==> src/sv/battery_charge_estimator_top_assert.svh <==
// Assertion macros used by the charge estimator RTL.
`ifndef BATTERY_CHARGE_ESTIMATOR_TOP_ASSERT_SVH
`define BATTERY_CHARGE_ESTIMATOR_TOP_ASSERT_SVH

// Same-cycle implication, masked during reset.
`define BCE_ASSERT_IMP(label, clk, rst_n, ante, cons, msg) \
  label: assert property (@(posedge clk) disable iff (!rst_n) (ante) |-> (cons)) \
    else $error(msg);

// Next-cycle implication, masked during reset.
`define BCE_ASSERT_NXT(label, clk, rst_n, ante, cons, msg) \
  label: assert property (@(posedge clk) disable iff (!rst_n) (ante) |=> (cons)) \
    else $error(msg);

`endif

==> src/sv/bce_pkg.sv <==
// Types and constants of the battery charge estimator.
package bce_pkg;

  localparam int KNEE_NUM    = 6;
  localparam int KNEE_LAST   = KNEE_NUM - 1;
  localparam int PCT_PER_SEG = 20;
  localparam int IDX_W       = 3;
  localparam int DIV_STEPS   = 23;
  localparam int CNT_W       = 5;

  // 100 percent in Q7.16
  localparam logic [22:0] FULL_Q16 = 23'd6553600;

  localparam logic [15:0] KNEE_RST [KNEE_NUM] = '{
    16'd3300, 16'd3500, 16'd3600, 16'd3700, 16'd3900, 16'd4200
  };
  localparam logic [15:0] POLE_RST   = 16'd62259;
  localparam logic [15:0] THRESH_RST = 16'd3000;

  // register index codes (byte address / 4)
  localparam logic [2:0] REG_KNEE0  = 3'd0;
  localparam logic [2:0] REG_KNEE1  = 3'd1;
  localparam logic [2:0] REG_KNEE2  = 3'd2;
  localparam logic [2:0] REG_KNEE3  = 3'd3;
  localparam logic [2:0] REG_KNEE4  = 3'd4;
  localparam logic [2:0] REG_KNEE5  = 3'd5;
  localparam logic [2:0] REG_POLE   = 3'd6;
  localparam logic [2:0] REG_THRESH = 3'd7;

  typedef enum logic [2:0] {
    ST_IDLE,
    ST_SEG,
    ST_DIV,
    ST_MUL,
    ST_ADD
  } state_t;

endpackage

==> src/sv/battery_charge_estimator_top.sv <==
// Battery charge estimator: voltage to filtered state of charge, serial divider core.
//
// One voltage sample (mV) per input transaction gives one output transaction holding
// the filtered charge in Q7.8 percent and a connected flag. The sample is placed on a
// six-point piecewise linear curve (20 percent per segment); below the first knee it
// reads 0 percent, at or above the last knee 100 percent. Inside a segment the slope
// is found by a restoring divider that retires one quotient bit per cycle for a
// 23-bit quotient, so an interpolated sample passes the segment, divide, multiply and
// add steps before the next can be accepted; samples that clamp, hit a flat segment
// or overflow skip the divider. The raw charge then feeds a one-pole filter with
// pole_weight in Q0.16 (one signed multiply, then a rounding add).
// in_tready is high only while the sequencer is idle. A finished result sits in
// the output register and does not block acceptance of the next sample; the
// sequencer waits at its final step only if that register is still occupied.
// Registers (APB, byte addresses): knee_volt_0..5 at 0x00..0x14, pole_weight at 0x18,
// connect_threshold at 0x1C. Write configuration only while no transaction is in flight.
`include "battery_charge_estimator_top_assert.svh"

module battery_charge_estimator_top
  import bce_pkg::*;
(
  input  logic        clk,
  input  logic        rst_n,
  // sample stream
  input  logic        in_tvalid,
  output logic        in_tready,
  input  logic [15:0] in_tdata,    // [15:0] voltage_mv
  // result stream
  output logic        out_tvalid,
  input  logic        out_tready,
  output logic [15:0] out_tdata,   // [14:0] charge_pct, [15] connected
  // configuration
  input  logic        cfg_psel,
  input  logic        cfg_penable,
  input  logic        cfg_pwrite,
  input  logic [4:0]  cfg_paddr,
  input  logic [31:0] cfg_pwdata,
  output logic [31:0] cfg_prdata,
  output logic        cfg_pready
);

  // ---------------------------------------------------------------------------
  // configuration registers
  // ---------------------------------------------------------------------------
  logic [15:0] knee_r [KNEE_NUM];
  logic [15:0] pole_r;
  logic [15:0] thresh_r;
  logic [2:0]  cfg_idx;
  logic        cfg_wr;

  assign cfg_idx = cfg_paddr[4:2];
  assign cfg_wr  = cfg_psel & cfg_penable & cfg_pwrite & cfg_pready;

  always_ff @(posedge clk) begin
    if (!rst_n) begin
      for (int i = 0; i < KNEE_NUM; i++) begin
        knee_r[i] <= KNEE_RST[i];
      end
      pole_r   <= POLE_RST;
      thresh_r <= THRESH_RST;
    end else if (cfg_wr) begin
      unique case (cfg_idx) inside
        REG_KNEE0, REG_KNEE1, REG_KNEE2, REG_KNEE3, REG_KNEE4, REG_KNEE5: begin
          knee_r[cfg_idx] <= cfg_pwdata[15:0];
        end
        REG_POLE:   pole_r   <= cfg_pwdata[15:0];
        REG_THRESH: thresh_r <= cfg_pwdata[15:0];
        default: ;
      endcase
    end
  end

  always_comb begin
    unique case (cfg_idx) inside
      REG_KNEE0, REG_KNEE1, REG_KNEE2, REG_KNEE3, REG_KNEE4, REG_KNEE5: begin
        cfg_prdata = {16'h0000, knee_r[cfg_idx]};
      end
      REG_POLE:   cfg_prdata = {16'h0000, pole_r};
      REG_THRESH: cfg_prdata = {16'h0000, thresh_r};
      default:    cfg_prdata = '0;
    endcase
  end

  // ---------------------------------------------------------------------------
  // sequencer
  // ---------------------------------------------------------------------------
  state_t state_r, state_nxt;

  logic [15:0]      v_r;
  logic             conn_r;
  logic [15:0]      d_r, w_r;
  logic [22:0]      start_r, start_nxt;
  logic [15:0]      rem_r, rem_nxt;
  logic [22:0]      lo_r, lo_nxt;
  logic [22:0]      q_r, q_nxt;
  logic [CNT_W-1:0] cnt_r, cnt_nxt;
  logic [22:0]      raw_r, raw_nxt;
  logic signed [41:0] prod_r;
  logic [22:0]      fc_r;
  logic             out_valid_r;
  logic [15:0]      out_data_r;

  logic in_acc, out_free, go_div, div_last;

  assign in_acc   = in_tvalid & in_tready;
  assign out_free = ~out_valid_r | out_tready;
  assign div_last = (cnt_r == CNT_W'(DIV_STEPS - 1));

  // segment search and the cases that bypass the divider
  logic [15:0]    seg_vs, seg_ve, seg_d, seg_w;
  logic [IDX_W-1:0] seg_idx;
  logic [20:0]    seg_d20;
  logic [6:0]     seg_pct;
  logic           seg_below, seg_above, seg_flat, seg_ovf;

  always_comb begin
    seg_vs  = knee_r[0];
    seg_ve  = knee_r[1];
    seg_idx = '0;
    for (int i = 1; i < KNEE_LAST; i++) begin
      if (v_r >= knee_r[i]) begin
        seg_idx = IDX_W'(i);
        seg_vs  = knee_r[i];
        seg_ve  = knee_r[i + 1];
      end
    end
    seg_d     = v_r - seg_vs;
    seg_w     = seg_ve - seg_vs;
    seg_d20   = 21'(seg_d) * 21'(PCT_PER_SEG);
    seg_pct   = 7'(seg_idx) * 7'(PCT_PER_SEG);
    seg_below = (v_r < knee_r[0]);
    seg_above = (v_r >= knee_r[KNEE_LAST]);
    seg_flat  = (seg_ve <= seg_vs);
    // quotient would need more than 23 bits: result saturates anyway
    seg_ovf   = ({2'b00, seg_d20} >= {seg_w, 7'b0000000});
    start_nxt = {seg_pct, 16'h0000};
    go_div    = ~seg_below & ~seg_above & ~seg_flat & ~seg_ovf;
  end

  // one restoring divide step per cycle
  logic [16:0] div_t;
  logic        div_ge;
  logic [23:0] tot_sum;

  always_comb begin
    div_t   = {rem_r, lo_r[22]};
    div_ge  = (div_t >= {1'b0, w_r});
    rem_nxt = div_ge ? 16'(div_t - {1'b0, w_r}) : div_t[15:0];
    lo_nxt  = {lo_r[21:0], 1'b0};
    q_nxt   = {q_r[21:0], div_ge};
    cnt_nxt = cnt_r + 1'b1;
    tot_sum = {1'b0, start_r} + {1'b0, q_nxt};
  end

  always_comb begin
    raw_nxt = raw_r;
    unique case (state_r)
      ST_SEG: begin
        if (seg_below) begin
          raw_nxt = '0;
        end else if (seg_above || seg_ovf) begin
          raw_nxt = FULL_Q16;
        end else if (seg_flat) begin
          raw_nxt = start_nxt;
        end
      end
      ST_DIV: begin
        if (div_last) begin
          raw_nxt = (tot_sum > {1'b0, FULL_Q16}) ? FULL_Q16 : tot_sum[22:0];
        end
      end
      default: ;
    endcase
  end

  // filter: fc*p + raw*(1-p) = fc + (raw - fc)*(1-p), all scaled by 2^16
  logic signed [23:0] flt_diff;
  logic        [16:0] flt_wt;
  logic signed [41:0] prod_nxt;
  logic signed [41:0] flt_acc;
  logic        [22:0] fc_nxt;
  logic        [23:0] rnd_sum;

  always_comb begin
    flt_diff = $signed({1'b0, raw_r}) - $signed({1'b0, fc_r});
    flt_wt   = 17'h10000 - {1'b0, pole_r};
    prod_nxt = flt_diff * $signed({1'b0, flt_wt});
    flt_acc  = $signed({3'b000, fc_r, 16'h0000}) + prod_r + 42'sd32768;
    fc_nxt   = flt_acc[38:16];
    rnd_sum  = {1'b0, fc_nxt} + 24'd128;
  end

  // next state
  always_comb begin
    state_nxt = state_r;
    unique case (state_r)
      ST_IDLE: if (in_acc) state_nxt = ST_SEG;
      ST_SEG:  state_nxt = go_div ? ST_DIV : ST_MUL;
      ST_DIV:  if (div_last) state_nxt = ST_MUL;
      ST_MUL:  state_nxt = ST_ADD;
      ST_ADD:  if (out_free) state_nxt = ST_IDLE;
      default: state_nxt = ST_IDLE;
    endcase
  end

  // handshake outputs
  always_comb begin
    in_tready  = (state_r == ST_IDLE);
    out_tvalid = out_valid_r;
    out_tdata  = out_data_r;
    cfg_pready = 1'b1;
  end

  // control registers
  always_ff @(posedge clk) begin
    if (!rst_n) begin
      state_r     <= ST_IDLE;
      out_valid_r <= 1'b0;
      fc_r        <= '0;
      cnt_r       <= '0;
    end else begin
      state_r <= state_nxt;
      if (state_r == ST_SEG) begin
        cnt_r <= '0;
      end else if (state_r == ST_DIV) begin
        cnt_r <= cnt_nxt;
      end
      if (state_r == ST_ADD && out_free) begin
        out_valid_r <= 1'b1;
        fc_r        <= fc_nxt;
      end else if (out_tready) begin
        out_valid_r <= 1'b0;
      end
    end
  end

  // datapath registers
  always_ff @(posedge clk) begin
    if (in_acc) begin
      v_r    <= in_tdata;
      conn_r <= (in_tdata >= thresh_r);
    end
    if (state_r == ST_SEG) begin
      d_r     <= seg_d;
      w_r     <= seg_w;
      start_r <= start_nxt;
      rem_r   <= 16'(seg_d20 >> 7);
      lo_r    <= {seg_d20[6:0], 16'h0000};
      q_r     <= '0;
    end else if (state_r == ST_DIV) begin
      rem_r <= rem_nxt;
      lo_r  <= lo_nxt;
      q_r   <= q_nxt;
    end
    raw_r <= raw_nxt;
    if (state_r == ST_MUL) begin
      prod_r <= prod_nxt;
    end
    if (state_r == ST_ADD && out_free) begin
      out_data_r <= {conn_r, rnd_sum[22:8]};
    end
  end

  // ---------------------------------------------------------------------------
  // checks
  // ---------------------------------------------------------------------------
  `BCE_ASSERT_NXT(a_accept_starts, clk, rst_n, in_acc, state_r == ST_SEG, "accepted sample did not start the sequencer")
  `BCE_ASSERT_IMP(a_div_count, clk, rst_n, state_r == ST_DIV, cnt_r < CNT_W'(DIV_STEPS), "divider ran past its step count")
  `BCE_ASSERT_IMP(a_filter_range, clk, rst_n, 1'b1, fc_r <= FULL_Q16, "filter state above 100 percent")
  `BCE_ASSERT_IMP(a_raw_range, clk, rst_n, state_r == ST_MUL, raw_r <= FULL_Q16, "raw charge above 100 percent")
  `BCE_ASSERT_IMP(a_div_operands, clk, rst_n, state_r == ST_DIV, rem_r < w_r && d_r != 16'h0000 || rem_r < w_r, "partial remainder not below divisor")

endmodule
==> config.mk <==
export PLATFORM = sky130hd
export DESIGN_NAME = battery_charge_estimator_top
export DESIGN_NICKNAME = d
export VERILOG_FILES = /design/src/sv/bce_pkg.sv /design/src/sv/battery_charge_estimator_top.sv
export VERILOG_INCLUDE_DIRS = /design/src /design/src/sv
export SDC_FILE = /design/constraint.sdc
export NUM_CORES = 2
export LEC_CHECK = 0
export ABC_AREA = 1
export BUFFER_PORTS_ARGS = -buffer_cell sky130_fd_sc_hd__buf_4
export CAP_MARGIN = 25
export CORE_UTILIZATION = 55
export DETAILED_ROUTE_END_ITERATION = 6
export PLACE_DENSITY = 0.75
export SKIP_LAST_GASP = 1
export SYNTH_ARGS = -nofsm -noshare
export SYNTH_HDL_FRONTEND = slang
export SYNTH_SLANG_ARGS = --single-unit
==> constraint.sdc <==
create_clock -name clk -period 8.1 [get_ports clk]
set_input_delay 0.81 -clock clk [delete_from_list [all_inputs] [get_ports clk]]
set_output_delay 0.81 -clock clk [all_outputs]
set_load 0.005 [all_outputs]
==> reports/results.ini <==
[status]
outcome = finished, violations left
violations = design-rule violations

[setup_path]
crit_path_max_fanout = 4
critPathTopFamily = adder cells
cpMaxStageDelayCell = fa_1
cpPeakStageDelay_ps = 550
cp.required_ps = 8390
crit_type = flop to flop
cp_data_arrival_time_ps = 8260
critical_path_buf_inv_count = 9
crit_path_frequent_cell = nand2_1
cp-end-kind = flop
startpoint_type = flop

[layout]
layoutNonFillerInstCount = 5410
layout.area.seq_sq_um = 8400
final_cell_area_sq_um = 40200
final_nets = 5327
drive_gt1_share_pct = 12.1
diodes = 0
n_fill_cell = 5349
multiInputGateArea_sq_um = 23800
synthToLayoutAreaGrowth_pct = 13.6

[placement]
place_inst = 5303
dp_slack_ps = -414
dp_hpwl_um = 78400
dpl_cell_area_sq_um = 38000
gp_congestion = 0.967
placement.io_buffers = 75

[grt]
use_met1_pct = 42.0
grt_pass1_vias = 28800
grt_overflow = 0
grtUsageMet2_pct = 44.1
grt.met3_usage_pct = 7.40
grt_max_degree = 53
grt.busiest_layer = met2
grt_pass1_wl_um = 152000
track_usage_pct = 29.6
antenna_found_initial = 0

[logic_synthesis]
ys_top_cells_by_count = inv_1, nand2_1, fa_1
synthFlopType = edfxtp_1
synth.most_common_cell = inv_1
ys_seq_area_share_pct = 23.7
synth_area_leaders = fa_1, edfxtp_1, ha_1
synth-edff-count = 221
syn_area_per_cell_sq_um = 8.23
synth_top_area_cell = fa_1
ys_ff_latch = 309
yosys_warnings = 0
async_flop_share_pct = 0
synth_top_area_share_pct = 21.8
synth_cells = 4300
synthesis.area_sq_um = 35400
ys_types = 66

[drt]
wl_um = 98300
via_per_inst = 5.53
wl_per_cell_um = 18.2
drt-initial-drc-count = 2858
drtAntennaViolNets = 0
dr.pass1.iters = 7
post-route-drc-count = 2
vias = 29900

[sta]
setup_tns_ps = 0
rsz0062_at_grt = yes
hold_viol = 0
tightest_slew_ps = 938
setup-violations-final = 0
finalCritPeriodShare_pct = 98.4
timing.fmax_mhz = 125
finClkSkew_ps = 33.0
setup_ws_ps = 128
period_needed_ps = 7970
slew_violations = 0
slew_headroom_pct = 37.4

[clock_tree]
path_clk_slew_ps = 60
h-tree-depth = 2
hold_buffers = 0
clk_latency_ps = 570
numCtsBuffers = 36
cts_tree = yes
cts-root-buf = clkbuf_16
cts_max_path_buffers = 3
cts_sinks = 309

[floorplan]
start_util_pct = 55.9
design.die.area_sq_um = 65300
rows = 92
die_y_um = 256
io_pins = 111
die_w_um = 256
coreArea_sq_um = 63300

[run]
max-cap-violations = 0

[worst_hold_path]
hp-class = flop to flop

[timing repair]
action                                  in CTS  in global routing
buffers inserted                             7                 36
gates cloned                                 0                  2
pin swaps                                   11                 82
endpoints found under the setup margin      11                 46
endpoints found under the hold margin        0                  0
resized for setup                           21                140
[path summary, 6_finish.rpt]
| kind | startpoint | slack (ps) | endpoint | cells after the start |
|---|---|---|---|---|
| worst max register to register | raw_r[2] | 130 | prod_r[38] | 43 |
| worst min register to register | conn_r | 430 | out_tdata[15] | 0 |
| worst max-delay path | raw_r[2] | 130 | prod_r[38] | 43 |
| worst min-delay path | conn_r | 430 | out_tdata[15] | 0 |
[through the flow]
step                hold WS, ps  utilization (%)
detailed placement          413             60.0
floorplan                   400                -
CTS                         414             62.0
global route                421             63.4
global placement            415             60.0
finish                      428             63.4
[state kept, by name, indices dropped and copies added (netlist names), 3 cells and up]
name,cells
v_r,16
pole_r,16
w_r,16
prod_r,24
state_r,3
thresh_r,16
q_r,22
cnt_r,5
knee_r,102
rem_r,16
raw_r,23
lo_r,5
fc_r,23
start_r,4
out_tdata,16
[cell type report]
cell class	count	area share [%]
Clock buffer	44	2.40
Inverter	891	8.40
Sequential cell	309	20.9
Multi-Input combinational cell	2985	59.1
Tap cell	846	2.64
Clock inverter	20	0.433
Timing Repair Buffer	315	6.08
[per-layer routing]
layer	share of wire, %	vias up	routed length [um]
li1	-	14100	-
met4	3.7	0	3610
met3	12	211	11400
met2	43	1443	41900
met5	0	-	0
met1	42	14200	41300
[cells by family after synthesis]
family / share of synthesized area [%]
AO/OA/AOI/OAI: 11.2
XOR/XNOR: 3.46
adder cells (fa/ha/maj): 34.0
buffers and inverters: 11.2
flip-flops: 23.7
multiplexers: 0.340
other: 0.0212
AND/OR/NAND/NOR: 16.0
[cells in the final DEF, fill, tap and decap left out, types with 8 or more instances in the layout]
cell and n:
a21o_1 12, a21oi_1 214, a21oi_2 15, a31oi_1 8, buf_4 304, clkbuf_16 38
clkinv_1 15, conb_1 23, dfxtp_1 87, edfxtp_1 221, fa_1 381, ha_1 322
ha_4 18, inv_1 858, inv_2 17, mux2i_1 12, nand2_1 791, nand2_2 23
nand3_1 90, nand3_2 8, nand4_1 30, nor2_1 367, nor2_2 10, nor3_1 24
o211ai_1 20, o21a_1 12, o21ai_0 238, o21ai_1 23, o21ai_2 11, o21bai_1 8
o221ai_1 8, o22ai_1 56, o31ai_1 8, or2_2 11, xnor2_1 52, xor2_1 77
Power is left out: the tool's default activity adds up to more than one toggle a clock period on the data nets, which glitch-free logic cannot reach.
